<file path="src/hrf_pkg.sv">
`timescale 1ns / 1ps
`default_nettype none

package hrf_pkg;

    // Internal counter widths
    localparam int LINE_COUNT_WIDTH  = 16;
    localparam int BODY_LENGTH_WIDTH = 24;

    // Fixed field widths of the ports
    localparam int MAX_LINE_W   = 16;
    localparam int MAX_BODY_W   = 24;
    localparam int BODY_FIELD_W = 24;
    localparam int PHASE_W      = 3;
    localparam int ERROR_W      = 3;

    // Configuration port
    localparam int CFG_INDEX_W = 1;
    localparam int CFG_DATA_W  = 24;
    localparam logic [CFG_INDEX_W-1:0] CFG_MAX_LINE = 1'd0;
    localparam logic [CFG_INDEX_W-1:0] CFG_MAX_BODY = 1'd1;
    localparam logic [MAX_LINE_W-1:0]  MAX_LINE_RESET = MAX_LINE_W'(8 * 1024);
    localparam logic [MAX_BODY_W-1:0]  MAX_BODY_RESET = MAX_BODY_W'(1 * 1024 * 1024);

    // Operation codes
    localparam logic OP_BYTE    = 1'b0;
    localparam logic OP_RESTART = 1'b1;

    // Queue between classifier and parser
    localparam int QUEUE_DEPTH = 2;
    localparam int QUEUE_AW    = $clog2(QUEUE_DEPTH);

    // Character codes
    localparam logic [7:0] CHR_CR    = 8'h0D;
    localparam logic [7:0] CHR_LF    = 8'h0A;
    localparam logic [7:0] CHR_TAB   = 8'h09;
    localparam logic [7:0] CHR_SPACE = 8'h20;
    localparam logic [7:0] CHR_COLON = 8'h3A;
    localparam logic [7:0] CHR_ZERO  = 8'h30;
    localparam logic [7:0] CHR_NINE  = 8'h39;

    // Header names that are recognized
    localparam int CL_LEN = 14;
    localparam int TE_LEN = 17;
    localparam logic [8*CL_LEN-1:0] CL_NAME = "Content-Length";
    localparam logic [8*TE_LEN-1:0] TE_NAME = "Transfer-Encoding";
    localparam int NAME_POS_W = 5;
    localparam logic [NAME_POS_W-1:0] NAME_POS_MAX = '1;

    typedef enum logic [PHASE_W-1:0] {
        PH_STATUS  = 3'd0,
        PH_HEADERS = 3'd1,
        PH_BODY    = 3'd2,
        PH_DONE    = 3'd3,
        PH_ERROR   = 3'd4
    } phase_t;

    typedef enum logic [ERROR_W-1:0] {
        ERR_NONE       = 3'd0,
        ERR_LINE_LONG  = 3'd1,
        ERR_NO_COLON   = 3'd2,
        ERR_BAD_LENGTH = 3'd3,
        ERR_BODY_BIG   = 3'd4,
        ERR_CHUNKED    = 3'd5,
        ERR_NO_LENGTH  = 3'd6
    } err_t;

    typedef enum logic [1:0] {
        SEP_NONE   = 2'd0,
        SEP_COLON  = 2'd1,
        SEP_FOUND  = 2'd2,
        SEP_LENGTH = 2'd3
    } sep_t;

    typedef enum logic [1:0] {
        VAL_LEAD   = 2'd0,
        VAL_DIGITS = 2'd1,
        VAL_TRAIL  = 2'd2,
        VAL_BAD    = 2'd3
    } val_t;

    // Byte with its precomputed character classes
    typedef struct packed {
        logic [7:0] data;
        logic       is_cr;
        logic       is_lf;
        logic       is_colon;
        logic       is_space;
        logic       is_ows;
        logic       is_digit;
        logic [3:0] digit;
    } byte_class_t;

    typedef struct packed {
        logic        restart;
        byte_class_t cls;
    } item_t;

    typedef struct packed {
        phase_t                       phase;
        logic [LINE_COUNT_WIDTH-1:0]  line_len;
        logic                         prev_cr;
        sep_t                         sep;
        logic [NAME_POS_W-1:0]        name_pos;
        logic [1:0]                   match;
        logic                         len_seen;
        logic                         enc_seen;
        val_t                         vstate;
        logic [BODY_LENGTH_WIDTH-1:0] len_val;
        logic                         len_big;
        logic [BODY_LENGTH_WIDTH-1:0] body_cnt;
        err_t                         err;
    } parse_state_t;

    typedef struct packed {
        phase_t                  phase;
        err_t                    error_code;
        logic                    line_end;
        logic                    body_valid;
        logic [BODY_FIELD_W-1:0] body_offset;
        logic [BODY_FIELD_W-1:0] content_length;
        logic                    complete;
    } result_t;

    function automatic byte_class_t classify(input logic [7:0] b);
        byte_class_t c;
        c.data     = b;
        c.is_cr    = (b == CHR_CR);
        c.is_lf    = (b == CHR_LF);
        c.is_colon = (b == CHR_COLON);
        c.is_space = (b == CHR_SPACE);
        c.is_ows   = (b == CHR_SPACE) || (b == CHR_TAB);
        c.is_digit = (b >= CHR_ZERO) && (b <= CHR_NINE);
        c.digit    = c.is_digit ? 4'(b - CHR_ZERO) : 4'd0;
        return c;
    endfunction

    localparam byte_class_t CR_CLASS = classify(CHR_CR);

    // Does byte b match the name character at position pos
    function automatic logic cl_match(input logic [NAME_POS_W-1:0] pos, input logic [7:0] b);
        logic ok;
        ok = 1'b0;
        if (int'(pos) < CL_LEN) begin
            ok = (CL_NAME[8*(CL_LEN-1-int'(pos)) +: 8] == b);
        end
        return ok;
    endfunction

    function automatic logic te_match(input logic [NAME_POS_W-1:0] pos, input logic [7:0] b);
        logic ok;
        ok = 1'b0;
        if (int'(pos) < TE_LEN) begin
            ok = (TE_NAME[8*(TE_LEN-1-int'(pos)) +: 8] == b);
        end
        return ok;
    endfunction

endpackage

`default_nettype wire

</file>
<file path="src/hrf_queue.sv">
`timescale 1ns / 1ps
`default_nettype none

module hrf_queue
    import hrf_pkg::*;
(
    input  logic  clk,
    input  logic  rst_n,
    input  logic  wr_valid,
    input  item_t wr_data,
    output logic  wr_ready,
    output logic  rd_valid,
    output item_t rd_data,
    input  logic  rd_pop
);

    item_t                entries_reg [QUEUE_DEPTH];
    logic [QUEUE_AW-1:0]  wr_ptr_reg;
    logic [QUEUE_AW-1:0]  wr_ptr_next;
    logic [QUEUE_AW-1:0]  rd_ptr_reg;
    logic [QUEUE_AW-1:0]  rd_ptr_next;
    logic [QUEUE_AW:0]    count_reg;
    logic [QUEUE_AW:0]    count_next;
    logic                 do_push;
    logic                 do_pop;

    assign wr_ready = (count_reg != (QUEUE_AW+1)'(QUEUE_DEPTH));
    assign rd_valid = (count_reg != '0);
    assign rd_data  = entries_reg[rd_ptr_reg];
    assign do_push  = wr_valid && wr_ready;
    assign do_pop   = rd_pop && rd_valid;

    // Pointer and occupancy update
    always_comb
    begin
        wr_ptr_next = wr_ptr_reg;
        rd_ptr_next = rd_ptr_reg;
        count_next  = count_reg;
        if (do_push)
        begin
            wr_ptr_next = (wr_ptr_reg == QUEUE_AW'(QUEUE_DEPTH - 1)) ? '0 : wr_ptr_reg + 1'b1;
        end
        if (do_pop)
        begin
            rd_ptr_next = (rd_ptr_reg == QUEUE_AW'(QUEUE_DEPTH - 1)) ? '0 : rd_ptr_reg + 1'b1;
        end
        if (do_push && !do_pop)
        begin
            count_next = count_reg + 1'b1;
        end
        else if (!do_push && do_pop)
        begin
            count_next = count_reg - 1'b1;
        end
    end

    always_ff @(posedge clk or negedge rst_n)
    begin
        if (!rst_n)
        begin
            wr_ptr_reg <= '0;
            rd_ptr_reg <= '0;
            count_reg  <= '0;
        end
        else
        begin
            wr_ptr_reg <= wr_ptr_next;
            rd_ptr_reg <= rd_ptr_next;
            count_reg  <= count_next;
        end
    end

    // Entry storage
    always_ff @(posedge clk)
    begin
        if (do_push)
        begin
            entries_reg[wr_ptr_reg] <= wr_data;
        end
    end

endmodule

`default_nettype wire

</file>
<file path="config.mk">
export PLATFORM = sky130hd
export DESIGN_NAME = hrf_queue
export DESIGN_NICKNAME = d
export VERILOG_FILES = /design/src/hrf_pkg.sv /design/src/hrf_queue.sv
export SDC_FILE = /design/constraint.sdc
export NUM_CORES = 1
export LEC_CHECK = 0
export BUFFER_PORTS_ARGS = -buffer_cell sky130_fd_sc_hd__buf_2
export CAP_MARGIN = 10
export CORE_ASPECT_RATIO = 0.75
export CORE_MARGIN = 3
export CORE_UTILIZATION = 40
export CTS_BUF_LIST = sky130_fd_sc_hd__clkbuf_16
export DETAILED_ROUTE_END_ITERATION = 6
export MAX_ROUTING_LAYER = met4
export SLEW_MARGIN = 20
export SYNTH_ARGS = -nofsm -noshare
export SYNTH_HDL_FRONTEND = slang
export SYNTH_SLANG_ARGS = --single-unit
</file>
<file path="constraint.sdc">
create_clock -name clk -period 4.25 [get_ports clk]
set_input_delay 0.2125 -clock clk [delete_from_list [all_inputs] [get_ports clk]]
set_output_delay 0.2125 -clock clk [all_outputs]
set_load 0.005 [all_outputs]
</file>
* After elaboration in Yosys (flattened, before gate mapping)
Memory sizes are Yosys's and may differ from the RTL's. Cells that the tools add are included.
Word-level totals: memories 1, register bits after elaboration 4, RAM bits 38, logic and storage cells 23
Memories:
- entries_reg | words 2, width 19, read ports 1, clocked after Yosys merged registers in 0, wr ports 1, line hrf_queue.sv:17 | item_t entries_reg [QUEUE_DEPTH];
Operators by class: add/sub/neg operators 4, reductions and logical operators 8, mux-type cells 6, equality and inequality tests 1
Operator list (number):
- logical AND 1 bit | 4
- two-way mux 1 bit | 4
- two-way mux 2 bit | 2
- nonzero test 2 bit | 2
- adder 1 bit, second input constant | 2
- adder 2 x 1 -> 2 bit, second input constant | 1
- zero test 1 bit | 2
- inequality test 2 bit, second input constant | 1
- subtractor 2 x 1 -> 2 bit, second input constant | 1

* Depth between registers and ports, before layout
depth after elaboration 6, depth in mapped cells 7

* Least setup slack after synthesis
Ideal clock, no wire load.
path kind register -> register, start reg count_reg[0], end mem entries_reg[0][0] (netlist bit), enable pin, data arrival time 1.455 ns, period minus slack after synthesis 1.849 ns, required time 3.855 ns, buffers on the path 0, cell stages (with the launch flop) 4, path slack 2.401 ns, library setup time 0.395 ns, path through dfrtp_1 > nand2b_4 > nand2_1 > nor2_1
On the way: word-level cells in the longest chain between the ends 4
Ends and longest elaborated chain:
- start, declared | line hrf_queue.sv:22 | logic [QUEUE_AW:0] count_reg;
- start signal, assigned | line hrf_queue.sv:69 | count_reg <= count_next;
- inequality test 2 bit | line hrf_queue.sv:27 | assign wr_ready = (count_reg != (QUEUE_AW+1)'(QUEUE_DEPTH));
- named net wr_ready | line hrf_queue.sv:11 | output logic wr_ready,
- logical AND 1 bit | line hrf_queue.sv:30 | assign do_push = wr_valid && wr_ready;
- two-way mux 1 bit | line hrf_queue.sv:76 | if (do_push)
- two-way mux 1 bit (implied by the code) | line hrf_queue.sv:78 | entries_reg[wr_ptr_reg] <= wr_data;
- end, declared | line hrf_queue.sv:17
The timed path passes the listed nets, and every way through them passes these cells.

==> impl_metrics.csv <==
group,metric,value,unit
run_status,status,"complete, no violations",
timing,tightest_slew,966,ps
critical_path,worstRegToRegCells,3,
grt,grt_max_degree,21,
grt,antenna_found_initial,0,
route,first_iter_violations,34,
floorplanning,core,3730,um2
finish,multi_input_area,324,um2
critical_path,path_cells,"mux2_2 -> buf_2",
clock_network,clock_latency,270,ps
timing,finClkSkew,2.19,ps
finish,final_util,0.535,
critical_path,r2r_slack,2440,ps
floorplanning,dieArea,4770,um2
timing,setup_viol,0,
logic_synthesis,ys_seq_area_frac,0.781,
timing,rsz0062_at_grt,"false",
timing,final.setup.worst_slack,2300,ps
job,cap_viol_max_count,0,
finish,regArea,1240,um2
placed_design,dp_slack,2380,ps
grt,grt_first_pass_wirelength,4.28,mm
clock_network,cts_resized,0,
logic_synthesis,ys_types,14,
worst_hold_path,worst_hold_path.endpoint,"entries_reg[1][5]$_DFFE_PP_",
finish,instances_no_fill,179,
floorplanning,rows,19,
critical_path,cp_slowest_cell,"dfrtp_1",
logic_synthesis,synth_edf_count,38,
timing,period_share,0.458,
route,vias,808,
placed_design,portBuffers,43,
finish,diodes,0,
logic_synthesis,yosysWarnings,0,
clock_network,clock-sinks,42,
timing,timing.final.max_slew_violations,0,
critical_path,critPathTopFamily,"flip-flops",
timing,maxSlewHeadroom,0.355,
route,drc_errors,0,
timing,final-hold-violation-count,0,
clock_network,postCtsSetupRepairBufs,0,
clock_network,numCtsBuffers,5,
clock_network,clockBufferDepth,2,
route,dr.pass1.iters,4,
logic_synthesis,synth.top_cells.by_area,"edfxtp_1, mux2_2, dfrtp_1, xnor2_1, buf_6",
placed_design,placed_cells,170,
placed_design,hpwl,1.74,mm
logic_synthesis,synthArstFlopShare,0.0952,
worst_hold_path,worstHoldStart,"wr_data[5]",
finish,drive_above_1_share,0.567,
clock_network,clk_pin_slew_worst_paths,60,ps
critical_path,cp.arrival,1740,ps
route,routed_wl,2.62,mm
worst_hold_path,hold_path_depth,1,
finish,fillers,315,
critical_path,cp-start-kind,"flip-flop",
critical_path,path_max_fanout,20,
floorplanning,die_x,78.8,um
clock_network,htree_levels,2,
grt,grt_pass1_vias,859,
finish,syn_to_final_growth,25.7,%
finish,largest_register_ffs,38,
clock_network,cts_tree,"yes",
worst_hold_path,holdCritPathClass,"in2reg",
power,finalPower,1.34,mW
critical_path,r2r_start,"count_reg[0]$_DFFE_PN0P_",
timing,finalSetupTns,0,ps
logic_synthesis,syn-mean-instance-area,20.6,um2
timing,post-route-min-period,1950,ps
logic_synthesis,synth_nets,101,
finish,nets,150,
grt,gr-usage-all-layers,0.129,
floorplanning,dieHeight,60.6,um
power,peakVddDrop,0.301,mV
timing,fin_hold_ws,126,ps
logic_synthesis,yosysTopAreaCell,"edfxtp_1",
power,cellPowerDensity,673,nW/um2
logic_synthesis,syn-instance-count,77,
placed_design,routabilityCongestion,0.633,
critical_path,endpoint_kind,"primary output",
route,viasPerCell,4.51,
logic_synthesis,synth_ff_type,"edfxtp_1",
critical_path,worst-path-buf-inv,1,
critical_path,worstPathRequired,4040,ps
route,wl_per_cell,14.6,um
critical_path,critPathMaxStageDelay,900,ps
placed_design,placed_area,1850,um2
logic_synthesis,synth_most_common_cell,"edfxtp_1",
timing,fmax,513,MHz
logic_synthesis,synth_area,1590,um2
logic_synthesis,synth_top_cell_area_share,0.718,
grt,overflow,0,
logic_synthesis,ys_ff_latch,42,
critical_path,timing.rr.end,"entries_reg[0][11]$_DFFE_PP_",
critical_path,path_class,"reg2out",
floorplanning,start_util,0.426,
finish,finish.instance_area,2000,um2
power,p_leak,0.779,nW
floorplanning,pin_count,44,
clock_network,cts-root-buf,"clkbuf_16",
logic_synthesis,synth_common_cells,"edfxtp_1, mux2_2, dfrtp_1",
route,ant_nets,0,
-- cell type report --
| type | count | area share |
|---|---|---|
| flip-flops and latches | 42 | 0.622 |
| multi-input cells | 32 | 0.162 |
| clock buffers | 5 | 0.0627 |
| inverters | 1 | 0.00188 |
| clock inverters | 3 | 0.00627 |
| repair buffers | 44 | 0.113 |
| well taps | 52 | 0.0326 |
-- how the worst max path moves through the flow --
stage	startpoint	endpoint	slack, ps	depth (start not counted)
2_1_floorplan	count_reg[0]$_DFFE_PN0P_	entries_reg[0][0]$_DFFE_PP_	2400	3
3_3_place_gp	count_reg[0]$_DFFE_PN0P_	entries_reg[0][11]$_DFFE_PP_	2460	3
3_5_place_dp	count_reg[0]$_DFFE_PN0P_	entries_reg[0][15]$_DFFE_PP_	2380	3
4_1_cts	rd_ptr_reg$_DFFE_PN0P_	rd_data[6]	2270	2
5_1_grt	rd_ptr_reg$_DFFE_PN0P_	rd_data[17]	2190	2
6_report	rd_ptr_reg$_DFFE_PN0P_	rd_data[6]	2300	2
-- cells in the final DEF (no fill, tap or decap) --
cell type      count
and3_1             1
buf_2             43
clkbuf_16          5
clkinv_1           1
clkinv_2           1
dfrtp_1            4
dlygate4sd3_1      1
edfxtp_1          38
ha_1               1
inv_1              2
mux2_2            19
nand2_1            1
nand2_4            1
nand2b_4           1
nor2_1             1
nor2_2             1
or2_4              1
xnor2_1            3
xor2_1             2
-- worst reg2reg max path, cell delays in order (launching register included) --
cell      delay [ps]
dfrtp_1          420
nand2b_4         160
nand2_1          100
nor2_2           750
-- routing by layer --
layer	part of all wire	vias to the layer above	global-route usage
met4	0.0065	0	0.0374
met3	0.084	4	0.0668
met2	0.44	34	0.193
met5	0	-	-
met1	0.47	382	0.154
li1	-	388	-
-- cell families (layout without fill, tap and decap cells) --
family                     after synthesis  count (layout)  share of synthesized area
adders and majority gates                1               1                    0.00787
muxes                                   19              19                      0.135
DFF                                     42              42                      0.781
xor gates and xnor gates                 5               5                     0.0276
buffers and inverters                    3              53                     0.0165
and+or+nand+nor                          7               7                     0.0323
-- power by group --
part           switching [mW]  internal, mW
registers              0.0722         0.571
clock network           0.138         0.212
logic                   0.152         0.198
-- timing repair --
| action | in CTS | in global routing |
|---|---|---|
| hold buffers | 1 | 0 |
| endpoints found under the setup margin | 0 | 0 |
| endpoints found under the hold margin | 4 | 0 |
(Power assumes the default switching activity.)
