File: src/hrf_pkg.sv
`timescale 1ns / 1ps
`default_nettype none

package hrf_pkg;

    // Internal counter widths
    localparam int LINE_COUNT_WIDTH  = 16;
    localparam int BODY_LENGTH_WIDTH = 24;

    // Fixed field widths of the ports
    localparam int MAX_LINE_W   = 16;
    localparam int MAX_BODY_W   = 24;
    localparam int BODY_FIELD_W = 24;
    localparam int PHASE_W      = 3;
    localparam int ERROR_W      = 3;

    // Configuration port
    localparam int CFG_INDEX_W = 1;
    localparam int CFG_DATA_W  = 24;
    localparam logic [CFG_INDEX_W-1:0] CFG_MAX_LINE = 1'd0;
    localparam logic [CFG_INDEX_W-1:0] CFG_MAX_BODY = 1'd1;
    localparam logic [MAX_LINE_W-1:0]  MAX_LINE_RESET = MAX_LINE_W'(8 * 1024);
    localparam logic [MAX_BODY_W-1:0]  MAX_BODY_RESET = MAX_BODY_W'(1 * 1024 * 1024);

    // Operation codes
    localparam logic OP_BYTE    = 1'b0;
    localparam logic OP_RESTART = 1'b1;

    // Queue between classifier and parser
    localparam int QUEUE_DEPTH = 2;
    localparam int QUEUE_AW    = $clog2(QUEUE_DEPTH);

    // Character codes
    localparam logic [7:0] CHR_CR    = 8'h0D;
    localparam logic [7:0] CHR_LF    = 8'h0A;
    localparam logic [7:0] CHR_TAB   = 8'h09;
    localparam logic [7:0] CHR_SPACE = 8'h20;
    localparam logic [7:0] CHR_COLON = 8'h3A;
    localparam logic [7:0] CHR_ZERO  = 8'h30;
    localparam logic [7:0] CHR_NINE  = 8'h39;

    // Header names that are recognized
    localparam int CL_LEN = 14;
    localparam int TE_LEN = 17;
    localparam logic [8*CL_LEN-1:0] CL_NAME = "Content-Length";
    localparam logic [8*TE_LEN-1:0] TE_NAME = "Transfer-Encoding";
    localparam int NAME_POS_W = 5;
    localparam logic [NAME_POS_W-1:0] NAME_POS_MAX = '1;

    typedef enum logic [PHASE_W-1:0] {
        PH_STATUS  = 3'd0,
        PH_HEADERS = 3'd1,
        PH_BODY    = 3'd2,
        PH_DONE    = 3'd3,
        PH_ERROR   = 3'd4
    } phase_t;

    typedef enum logic [ERROR_W-1:0] {
        ERR_NONE       = 3'd0,
        ERR_LINE_LONG  = 3'd1,
        ERR_NO_COLON   = 3'd2,
        ERR_BAD_LENGTH = 3'd3,
        ERR_BODY_BIG   = 3'd4,
        ERR_CHUNKED    = 3'd5,
        ERR_NO_LENGTH  = 3'd6
    } err_t;

    typedef enum logic [1:0] {
        SEP_NONE   = 2'd0,
        SEP_COLON  = 2'd1,
        SEP_FOUND  = 2'd2,
        SEP_LENGTH = 2'd3
    } sep_t;

    typedef enum logic [1:0] {
        VAL_LEAD   = 2'd0,
        VAL_DIGITS = 2'd1,
        VAL_TRAIL  = 2'd2,
        VAL_BAD    = 2'd3
    } val_t;

    // Byte with its precomputed character classes
    typedef struct packed {
        logic [7:0] data;
        logic       is_cr;
        logic       is_lf;
        logic       is_colon;
        logic       is_space;
        logic       is_ows;
        logic       is_digit;
        logic [3:0] digit;
    } byte_class_t;

    typedef struct packed {
        logic        restart;
        byte_class_t cls;
    } item_t;

    typedef struct packed {
        phase_t                       phase;
        logic [LINE_COUNT_WIDTH-1:0]  line_len;
        logic                         prev_cr;
        sep_t                         sep;
        logic [NAME_POS_W-1:0]        name_pos;
        logic [1:0]                   match;
        logic                         len_seen;
        logic                         enc_seen;
        val_t                         vstate;
        logic [BODY_LENGTH_WIDTH-1:0] len_val;
        logic                         len_big;
        logic [BODY_LENGTH_WIDTH-1:0] body_cnt;
        err_t                         err;
    } parse_state_t;

    typedef struct packed {
        phase_t                  phase;
        err_t                    error_code;
        logic                    line_end;
        logic                    body_valid;
        logic [BODY_FIELD_W-1:0] body_offset;
        logic [BODY_FIELD_W-1:0] content_length;
        logic                    complete;
    } result_t;

    function automatic byte_class_t classify(input logic [7:0] b);
        byte_class_t c;
        c.data     = b;
        c.is_cr    = (b == CHR_CR);
        c.is_lf    = (b == CHR_LF);
        c.is_colon = (b == CHR_COLON);
        c.is_space = (b == CHR_SPACE);
        c.is_ows   = (b == CHR_SPACE) || (b == CHR_TAB);
        c.is_digit = (b >= CHR_ZERO) && (b <= CHR_NINE);
        c.digit    = c.is_digit ? 4'(b - CHR_ZERO) : 4'd0;
        return c;
    endfunction

    localparam byte_class_t CR_CLASS = classify(CHR_CR);

    // Does byte b match the name character at position pos
    function automatic logic cl_match(input logic [NAME_POS_W-1:0] pos, input logic [7:0] b);
        logic ok;
        ok = 1'b0;
        if (int'(pos) < CL_LEN) begin
            ok = (CL_NAME[8*(CL_LEN-1-int'(pos)) +: 8] == b);
        end
        return ok;
    endfunction

    function automatic logic te_match(input logic [NAME_POS_W-1:0] pos, input logic [7:0] b);
        logic ok;
        ok = 1'b0;
        if (int'(pos) < TE_LEN) begin
            ok = (TE_NAME[8*(TE_LEN-1-int'(pos)) +: 8] == b);
        end
        return ok;
    endfunction

endpackage

`default_nettype wire

File: src/hrf_item_if.sv
`timescale 1ns / 1ps
`default_nettype none

interface hrf_item_if;
    logic       valid;
    logic       ready;
    logic       operation;
    logic [7:0] data_byte;

    modport source (output valid, output operation, output data_byte, input ready);
    modport sink (input valid, input operation, input data_byte, output ready);
endinterface

`default_nettype wire

File: src/hrf_front.sv
`timescale 1ns / 1ps
`default_nettype none

module hrf_front
    import hrf_pkg::*;
(
    hrf_item_if.sink item,
    output logic     push_valid,
    output item_t    push_data,
    input  logic     push_ready
);

    // Accept while the queue has room
    assign item.ready = push_ready;
    assign push_valid = item.valid;

    // Decode the operation and tag the byte with its character classes
    always_comb
    begin
        push_data.restart = (item.operation == OP_RESTART);
        push_data.cls     = classify(item.data_byte);
    end

endmodule

`default_nettype wire

File: src/flat_wrapper.sv
// flat-port wrapper written by rule: the top's interface ports become plain ports
module hrf_front_flat import hrf_pkg::*;
  (push_valid, push_data, push_ready, item_valid, item_operation, item_data_byte, item_ready);
  hrf_item_if item_i ();
  output logic push_valid;
  output item_t push_data;
  input  logic push_ready;
  input wire logic [$bits(item_i.valid)-1:0] item_valid;
  input wire logic [$bits(item_i.operation)-1:0] item_operation;
  input wire logic [$bits(item_i.data_byte)-1:0] item_data_byte;
  output wire logic [$bits(item_i.ready)-1:0] item_ready;
  assign item_i.valid = item_valid;
  assign item_i.operation = item_operation;
  assign item_i.data_byte = item_data_byte;
  assign item_ready = item_i.ready;
  hrf_front u_core (.item(item_i), .push_valid(push_valid), .push_data(push_data), .push_ready(push_ready));
endmodule
File: config.mk
export PLATFORM = sky130hd
export DESIGN_NAME = hrf_front_flat
export DESIGN_NICKNAME = d
export VERILOG_FILES = /design/src/hrf_pkg.sv /design/src/hrf_item_if.sv /design/src/hrf_front.sv /design/src/flat_wrapper.sv
export SDC_FILE = /design/constraint.sdc
export NUM_CORES = 1
export LEC_CHECK = 0
export BUFFER_PORTS_ARGS = -buffer_cell sky130_fd_sc_hd__buf_2
export CORE_AREA = 4 4 41 43
export DETAILED_ROUTE_END_ITERATION = 8
export DIE_AREA = 0 0 45 47
export PLACE_DENSITY = 0.61
export SLEW_MARGIN = 20
export SYNTH_ARGS = -nofsm -noshare
export SYNTH_HDL_FRONTEND = slang
export SYNTH_SLANG_ARGS = --single-unit
File: constraint.sdc
create_clock -name vclk -period 1.7
set_input_delay 0.085 -clock vclk [all_inputs]
set_output_delay 0.085 -clock vclk [all_outputs]
set_load 0.01 [all_outputs]
Word-level counts from Yosys, hierarchy flattened
Cells that the tools add are included.

word-level totals
  flip-flop bits (word level) = 0
  latch bits = 0
  RAM bits = 0
  memory bits (read-only) = 0
  output and inout bits = 21
  memories kept = 0

operators by class
  add/sub/neg operators = 1
  multiply operators = 0
  div/mod/pow operators = 0
  magnitude comparators = 2
  equal/unequal tests = 5
  shift-type cells = 0
  multiplexer cells = 1
  bitwise operators = 0
  reduce and logical (&&, ||, !) cells = 2

operators by type and width
  kind                                                               number
  equality test 8 x 4 -> 1 bit, second input constant                3
  equality test 8 x 6 -> 1 bit, second input constant                2
  greater-or-equal comparator 8 x 6 -> 1 bit, second input constant  1
  less-or-equal comparator 8 x 6 -> 1 bit, second input constant     1
  two-way mux 4 bit                                                  1
  subtractor 4 x 1 -> 4 bit, second input constant                   1
  logical AND 1 bit                                                  1
  logical OR 1 bit                                                   1

Longest topological paths before layout
Gate-level depths: netlist of run 1.

  depth in word-level cells = 3
  mapped depth = 3
  depth with buffers taken out = 2

Worst setup path after synthesis of run 1
OpenSTA, ideal clock, no wires.

  kind = input-to-output
  start = input item_data_byte[7]
  end = output push_data[9] (netlist bit)
  data arrival time = 0.927 ns
  data required time = 1.615 ns
  slack = 0.688 ns
  stages on the path = 2
  path buffers = 0
  path through = or4_4 nor4_2

RTL lines
  element             line                source
  start: declaration  flat_wrapper.sv:10  input wire logic [$bits(item_i.data_byte)-1:0] item_data_byte;
  end: declaration    flat_wrapper.sv:6   output item_t push_data;

==> metrics.md, run 1 <==
| Metric | Value |
|---|---|
| Initial antenna violation count | `0` |
| CP cell instances | `buf_2 > or4_4 > nor4_2 > buf_2` |
| Filler cell count | `160` |
| Worst-Margin Slew | `a little under 200 ps` |
| Average wire per standard cell | `10.9 microns` |
| Worst Path Required | `1620 ps` |
| Detailed Route WL | `666 microns` |
| Ant. Diodes | `0` |
| Clock buffer count | `0` |
| Fin crit share | `71.5%` |
| Critical Path AT | `1130 ps` |
| PD cells | `173 mW/mm^2` |
| IO Count | `32` |
| Core Rows | `13` |
| Maximum VDD drop | `63.4 uV` |
| Max incr delay on CP | `540 ps` |
| Final setup TNS | `0 ps` |
| Total GRT Usage | `5.91%` |
| Via/cell ratio | `4.23` |
| RSZ-0062 raised after global routing | `no` |
| Setup bufs post-CTS | `0` |
| Minimum clock period | `roughly 1200 ps` |
| Startpoint Class | `input port` |
| Largest net degree at the start of global routing | `11` |
| Post-CTS sizing | `0` |
| Setup CP Type | `in -> out` |
| Pleak | `0.000153 uW` |
| Port Buffers | `26` |
| Initial DRC count | `1` |
| Synth area leaders | `buf_4 (35%), nand4bb_2 (6.9%), nor3b_1 (6.3%), a211oi_2 (5.3%), nor4_2 (5.3%)` |
| Warnings from Yosys | `0` |
| Max-cap violations | `0` |
| Seq_cells | `0` |
| Hold Crit Depth | `0` |
| Worst Setup End Kind | `primary output` |
| Post-DP HPWL | `581 microns` |
| Die ar. | `between 0.002 and 0.0025 sq mm` |
| P&R area growth vs syn | `25.9%` |
| Placed Instances | `just over 60` |
| Final setup fails | `0` |
| Post-cts hold buffer count | `0` |
| First-pass GRT wire length | `993 microns` |
| Pre-antenna DRT Iters | `2` |
| Synth Cell Area | `236 sq um` |
| Register Area | `0 sq um` |
| Status | `complete, no violations` |
| Vias | `258` |
| Final nets | `59` |
| Synthesized Nets | `43` |
| RePlAce Congestion | `0.698` |
| Synth unique cells | `18` |
| # DRC | `0` |
| Final Util | `22.9%` |
| Layout cells sized above 1 | `67.4%` |
| Die Height | `47 microns` |
| Largest area contributor in the netlist | `buf_4` |
| Post-synthesis sequential area ratio | `0%` |
| Critical path's top delay family | `simple AND/OR/NAND/NOR gates` |
| Final Hold Fails | `0` |
| Fmax | `822 MHz` |
| Critical path depth | `4` |
| Slew Limit Fails | `0` |
| CP most frequent cell | `buf_2` |
| Critical path fanouts, max | `4` |
| Rel. slew slack | `87.1%` |
| Post-Synthesis Cells | `32` |
| Remaining global-route overflow | `0` |
| Top-area cell type share of the netlist area | `34.9%` |
| Die Width | `approximately 45 microns` |
| Vias in the first global route | `230` |
| Post-route ant nets | `0` |
| Post-Syn Area per Cell | `7.39 sq um` |
| Finished Layout Cells | `between 60 and 70` |
| Slowest-stage cell, CP | `or4_4` |
| Crit path buf inv count | `2` |
| Initial Utilization | `18.2%` |
| HP Class | `in -> out` |
| Core area | `between 0.001 and 0.0015 sq mm` |
-- cells by family (layout without fill, tap and decap cells) --
kind of cell	count (synthesis)	count (layout)	synth area share, %
AOI/OAI and AO/OA	3	3	10.6
and+or+nand+nor	15	15	49.2
buffers and inverters	14	28	40.2
-- per-stage QoR --
stage               total power [uW]  instance area, sq um  setup WS (ps)  hold slack [ps]
floorplan                       44.8                   236            688              204
global placement                51.4                   298            502              170
detailed placement              52.3                   298            471              170
CTS                             52.4                   298            471              170
global route                    56.9                   298            446              170
finish                          51.5                   298            484              170
-- per-layer routing --
layer,GRT usage (%),wire (microns),vias up
met5,0,0,-
met4,0.585,0,0
met3,1.15,106,0
met2,9.89,247,17
met1,8.11,311,109
li1,-,-,132
-- Yosys cell counts --
library cell and number:
buf_2 1, nor4_2 1, inv_1 2, nand2_1 1, a211oi_2 1, or4_4 1, or3_1 1, nor3b_1 2
nand4bb_1 1, or3b_1 1, buf_4 11, nor3_1 2, a211oi_1 1, or2_2 1, nand4bb_2 1, nor2_1 2
nand3b_1 1, a21oi_1 1
-- placed cells by master, fill, tap and decap left out --
master / count
a211oi_1: 1
a21oi_1: 1
nand2_1: 1
nand4bb_2: 1
or4_4: 1
nor4_2: 1
nor3b_1: 2
buf_2: 26
inv_1: 2
nand4bb_1: 1
or3_1: 1
nor3_1: 2
a211oi_2: 1
or3b_1: 1
nor2_1: 2
or2_2: 1
nand3b_1: 1
-- worst paths after layout --
| path | from | endpoint | slack, ps |
|---|---|---|---|
| max | item_data_byte[7] | push_data[9] | 480 |
| min | push_ready | item_ready | 170 |
-- cell type report --
class / count / area [sq um] / area share (%)
Multi-Input combinational cell: 18 / 141 / 47.5
Timing Repair Buffer: 26 / 130 / 43.7
Tap cell: 15 / 18.8 / 6.30
Inverter: 2 / 7.51 / 2.52
-- where the power goes --
group / leakage (uW) / internal, uW / switching, uW
combinational: 0.000153 / 22.5 / 28.9
sequential: 0 / 0 / 0
clock: 0 / 0 / 0
total: 0.000153 / 22.5 / 28.9
(Power assumes the default switching activity.)
==> inputs of run 2 (changes only) <==
==> constraint.sdc (replaced) <==
create_clock -name vclk -period 1.2
set_input_delay 0.06 -clock vclk [all_inputs]
set_output_delay 0.06 -clock vclk [all_outputs]
set_load 0.01 [all_outputs]
==> run 2 against run 1 <==
Effect of this change: setup slack got worse by 440 ps; clock-buffer cell count did not move; flip-flop and latch count did not move; non-clock buffer count rose by 2; routed wire length rose by 3.5%; utilization rose by 1.2 points; global-route usage fell by 0.079 points; first-iteration DRC count rose to 3.0 times the previous value.
==> metrics.md, run 2 (synthesis gave the netlist of run 1 again) <==
| Metric | Value |
|---|---|
| Status | `complete, no violations` |
| Remaining global-route overflow | `0 (unchanged)` |
| Finished Layout Cells | `63 (+3.3%)` |
| Highest metal used | `met3` |
| WL met1 | `286 microns (-8.0%)` |
| Vias in the first global route | `232 (+0.87%)` |
| PD cells | `251 mW/mm^2 (+45%)` |
| Layout cells sized above 1 | `68.8% (+1.4 points)` |
| Final Util | `24.0% (+1.2 points)` |
| Final Hold Fails | `0 (unchanged)` |
| # DRC | `0 (unchanged)` |
| Core Rows | `13 (unchanged)` |
| Worst Path Required | `1140 ps (-480 ps)` |
| Initial Utilization | `18.2% (unchanged)` |
| Detailed Route WL | `689 microns (+3.5%)` |
| Setup CP Type | `in -> out` |
| Critical path depth | `4 (unchanged)` |
| Register Area | `0 sq um (unchanged)` |
| Die Width | `45 microns (unchanged)` |
| Crit path buf inv count | `2 (unchanged)` |
| Hold Crit Depth | `0 (unchanged)` |
| Most common library cell in the layout ignoring fill and taps | `buf_2` |
| Largest net degree at the start of global routing | `10 (-1)` |
| Post-DP HPWL | `605 microns (+4.1%)` |
| Core area | `0.00130 sq mm (unchanged)` |
| Critical Path AT | `1100 ps (-30 ps)` |
| First-pass GRT wire length | `986 microns (-0.70%)` |
| Die ar. | `0.00212 sq mm (unchanged)` |
| Ant. Diodes | `0 (unchanged)` |
| Minimum clock period | `1160 ps` |
| Worst Setup End Kind | `primary output` |
| Worst-Margin Slew | `177 ps (-15.1 ps)` |
| Met3 WL post-DR | `145 microns (+37%)` |
| Clock buffer count | `0 (unchanged)` |
| Max-cap violations | `0 (unchanged)` |
| Critical path fanouts, max | `4 (unchanged)` |
| Maximum VDD drop | `84.6 uV (+34%)` |
| Seq_cells | `0 (unchanged)` |
| RePlAce Congestion | `0.699 (+0.14%)` |
| Slew Limit Fails | `0 (unchanged)` |
| Total GRT Usage | `5.83% (-0.079 points)` |
| RSZ-0062 raised after global routing | `no` |
| Final setup TNS | `0 ps (unchanged)` |
| Vias | `268 (+3.9%)` |
| Average wire per standard cell | `10.9 microns (+0.17%)` |
| Critical path's top delay family | `simple AND/OR/NAND/NOR gates` |
| Setup bufs post-CTS | `0 (unchanged)` |
| CP most frequent cell | `buf_2` |
| Post-cts hold buffer count | `0 (unchanged)` |
| P&R area growth vs syn | `32.3%` |
| Pleak | `0.000163 uW (+6.3%)` |
| Fin crit share | `96.5%` |
| Initial DRC count | `3 (+2)` |
| Pre-antenna DRT Iters | `4 (+2)` |
| Via/cell ratio | `4.25 (+0.58%)` |
| CP cell instances | `buf_2 > or4_4 > nor4_2 > buf_2` |
| Initial antenna violation count | `0 (unchanged)` |
| Startpoint Class | `input port` |
| Final setup fails | `0 (unchanged)` |
| Max incr delay on CP | `550 ps (about the same)` |
| Final nets | `61 (+3.4%)` |
| Post-CTS sizing | `0 (unchanged)` |
| Post-route ant nets | `0 (unchanged)` |
| HP Class | `in -> out` |
| Slowest-stage cell, CP | `or4_4` |
| Rel. slew slack | `88.1% (+1.0 points)` |
| DR WL met2 | `258 microns (+4.5%)` |
| Fmax | `864 MHz` |
| Port Buffers | `26 (unchanged)` |
| Hold_ws | `120 ps (-50.0 ps)` |
| Die Height | `47 microns (unchanged)` |
| Placed Instances | `63 (+3.3%)` |
| IO Count | `32 (unchanged)` |
[run 2: final timing paths]
check	slack, ps	endpoint	start
hold / removal	120	item_ready	push_ready
setup / recovery	40	push_data[9]	item_data_byte[7]
[run 2: final cells by class]
| cell class | count | area [sq um] |
|---|---|---|
| timing repair buffer | 28 | 145 |
| inverter | 2 | 7.51 |
| multi-input combinational | 18 | 141 |
| tap | 15 | 18.8 |
| fill | 161 | 988 |
[run 2: power breakdown]
part | switching (uW) | internal (uW) | leakage (uW)
clock | 0 | 0 | 0
sequential | 0 | 0 | 0
combinational | 42.3 | 36.1 | 0.000163
total | 42.3 | 36.1 | 0.000163
[run 2: per-stage QoR]
stage	area, sq um	setup slack (ps)	total power, uW
after floorplan	236	238	63.5
after global placement	313	55.4	78.4
after detailed placement	313	35.4	79.3
after CTS	313	35.4	79.5
after global routing	313	16.3	86.0
final	313	42.2	78.4
[run 2: layer usage]
metal | track usage (%) | up-vias
met5 | 0 | -
met4 | 0.585 | 0
met3 | 3.45 | 0
met2 | 9.32 | 17
met1 | 6.98 | 114
li1 | - | 137
==> inputs of run 3 (changes only) <==
--- a/config.mk
+++ b/config.mk
@@ -5,11 +5,12 @@
 export SDC_FILE = /design/constraint.sdc
 export NUM_CORES = 1
 export LEC_CHECK = 0
+export ABC_AREA = 1
 export BUFFER_PORTS_ARGS = -buffer_cell sky130_fd_sc_hd__buf_2
 export CORE_AREA = 4 4 41 43
 export DETAILED_ROUTE_END_ITERATION = 8
 export DIE_AREA = 0 0 45 47
-export PLACE_DENSITY = 0.61
+export PLACE_DENSITY = 0.64
 export SLEW_MARGIN = 20
 export SYNTH_ARGS = -nofsm -noshare
 export SYNTH_HDL_FRONTEND = slang
==> run 3 against run 2 <==
Effect of this change: non-clock buffer count shrank 2; worst hold slack is the same; design area increased by 8.0%; first-iteration DRC count did not move; die area is the same; routed wire length is 0.73% lower; via count rose by 22%; flip-flop and latch count stayed put; synthesized area up 15%; total power increased by 5.3%.
==> metrics.md, run 3 <==
| Metric | Value |
|---|---|
| Met3 WL post-DR | `108 microns (-26%)` |
| First-pass GRT wire length | `1030 microns (+4.3%)` |
| Post-Syn Area per Cell | `5.22 sq um (-29%)` |
| RSZ-0062 raised after global routing | `no` |
| Clk pwr share | `0% (unchanged)` |
| Post-cts hold buffer count | `0 (unchanged)` |
| Die ar. | `0.00212 sq mm (unchanged)` |
| Commonest non-fill, non-tap cells in the layout | `buf_2 (26), nand2_1 (13), inv_1 (11), nor2_1 (9), nor3_2 (4)` |
| WL met1 | `269 microns (-5.9%)` |
| Post-DP HPWL | `636 microns (+5.2%)` |
| Logic pwr share | `100.0% (about the same)` |
| Die Width | `45 microns (unchanged)` |
| Final nets | `80 (+31%)` |
| Port Buffers | `26 (unchanged)` |
| Synth unique cells | `7 (-11)` |
| Core area | `0.00130 sq mm (unchanged)` |
| Post-Synthesis Cells | `52 (+63%)` |
| Status | `complete, no violations` |
| Pleak | `0.000238 uW (+46%)` |
| Critical Path AT | `700 ps (-400 ps)` |
| Pre-antenna DRT Iters | `4 (unchanged)` |
| Vias in the first global route | `274 (+18%)` |
| Register Area | `0 sq um (unchanged)` |
| Net Switching | `51.7 uW (+22%)` |
| Vias | `327 (+22%)` |
| Max-cap violations | `0 (unchanged)` |
| Fin crit share | `63.3% (-33 points)` |
| Ant. Diodes | `0 (unchanged)` |
| Top-area cell type share of the netlist area | `30.4% (-4.5 points)` |
| Final setup TNS | `0 ps (unchanged)` |
| Slew Limit Fails | `0 (unchanged)` |
| Average wire per standard cell | `8.34 microns (-24%)` |
| Synthesized Nets | `63 (+47%)` |
| Clock buffer count | `0 (unchanged)` |
| Highest metal used | `met4` |
| Startpoint Class | `input port` |
| Initial antenna violation count | `0 (unchanged)` |
| Final setup fails | `0 (unchanged)` |
| Final Hold Fails | `0 (unchanged)` |
| IO Count | `32 (unchanged)` |
| # DRC | `0 (unchanged)` |
| Sequential power share | `0% (unchanged)` |
| Core Rows | `13 (unchanged)` |
| Initial DRC count | `3 (unchanged)` |
| Layout cells sized above 1 | `47.8% (-21 points)` |
| P&R area growth vs syn | `24.4%` |
| Synth area leaders | `buf_4 (30%), nand2_1 (18%), inv_1 (15%), nor3_2 (15%), nor2_1 (12%)` |
| Setup CP Type | `in -> out` |
| DR WL met2 | `303 microns (+17%)` |
| Pint | `30.9 uW (-14%)` |
| Synth Cell Area | `272 sq um (+15%)` |
| Largest net degree at the start of global routing | `8 (-2)` |
| Synth top cells by count | `nand2_1 (13), buf_4 (11), inv_1 (11)` |
| Fmax | `1320 MHz (+52%)` |
| RePlAce Congestion | `0.703 (+0.56%)` |
| Seq_cells | `0 (unchanged)` |
| PD cells | `244 mW/mm^2 (-2.5%)` |
| Post-CTS sizing | `0 (unchanged)` |
| Via/cell ratio | `3.99 (-6.3%)` |
| Most common cell in the netlist | `nand2_1` |
| Most common library cell in the layout ignoring fill and taps | `buf_2` |
| Total GRT Usage | `5.98% (+0.15 points)` |
| Rel. slew slack | `90.2% (+2.1 points)` |
| Post-route ant nets | `0 (unchanged)` |
| Maximum VDD drop | `68.9 uV (-19%)` |
| Die Height | `47 microns (unchanged)` |
| Final Util | `26.0% (+1.9 points)` |
| Worst Setup End Kind | `primary output` |
| HP Class | `in -> out` |
| Largest area contributor in the netlist | `buf_4` |
| Warnings from Yosys | `0 (unchanged)` |
| Worst-Margin Slew | `147 ps (-29.9 ps)` |
| Critical path fanouts, max | `3 (-1)` |
| Setup bufs post-CTS | `0 (unchanged)` |
| Worst Path Required | `1140 ps (about the same)` |
| Initial Utilization | `20.9% (+2.7 points)` |
| Remaining global-route overflow | `0 (unchanged)` |
| Minimum clock period | `760 ps (-398 ps)` |
| Post-synthesis sequential area ratio | `0% (unchanged)` |
| Switching Fraction | `62.6% (+8.6 points)` |
| Detailed Route WL | `684 microns (-0.73%)` |
-- run 3: cell types whose count changed after synthesis, moves of 4 or more --
cell	previous run	this run
inv_1	2	11
nor3_2	0	4
nand2_1	1	13
nor2_1	2	9
-- run 3: final cells by class --
class,count,area (sq um)
Fill cell,167,963
Tap cell,15,18.8
Timing Repair Buffer,26,130
Inverter,11,41.3
Multi-Input combinational cell,30,148
-- run 3: kinds of logic after synthesis --
| group | synth area share [%] |
|---|---|
| buffers and inverters | 45.6 |
| AND/OR/NAND/NOR | 54.4 |
-- run 3: final timing paths --
kind | start | endpoint | slack [ps] | cells past startpoint
worst max-delay path | item_data_byte[6] | push_data[9] | 440 | 7
worst min-delay path | push_ready | item_ready | 120 | 0
-- run 3: power groups by stage --
stage | clock network (uW) | logic (uW) | registers, uW
6_report | 0 | 82.5 | 0
3_5_place_dp | 0 | 83.6 | 0
4_1_cts | 0 | 83.7 | 0
3_3_place_gp | 0 | 82.3 | 0
5_1_grt | 0 | 92.9 | 0
2_1_floorplan | 0 | 71.1 | 0
-- run 3: metrics by stage --
stage	setup WS [ps]	instances	power [uW]	hold WS [ps]	cell area (sq um)
floorplan	651	52	71.1	212	272
global placement	429	82	82.3	120	338
detailed placement	435	82	83.6	120	338
CTS	429	82	83.7	120	338
global route	315	82	92.9	120	338
finish	440	82	82.5	120	338
-- run 3: worst max-delay path, cell delays in order --
cell and delay (ps):
buf_2 110, inv_1 40, nand2_1 60, nor2_1 140, inv_1 70, nor2_1 80
buf_2 130
-- run 3: layer usage --
metal / global-route usage [%] / up-vias
li1: - / 172
met1: 7.64 / 132
met2: 11.3 / 21
met3: 0.383 / 2
met4: 0.585 / 0
met5: 0 / -
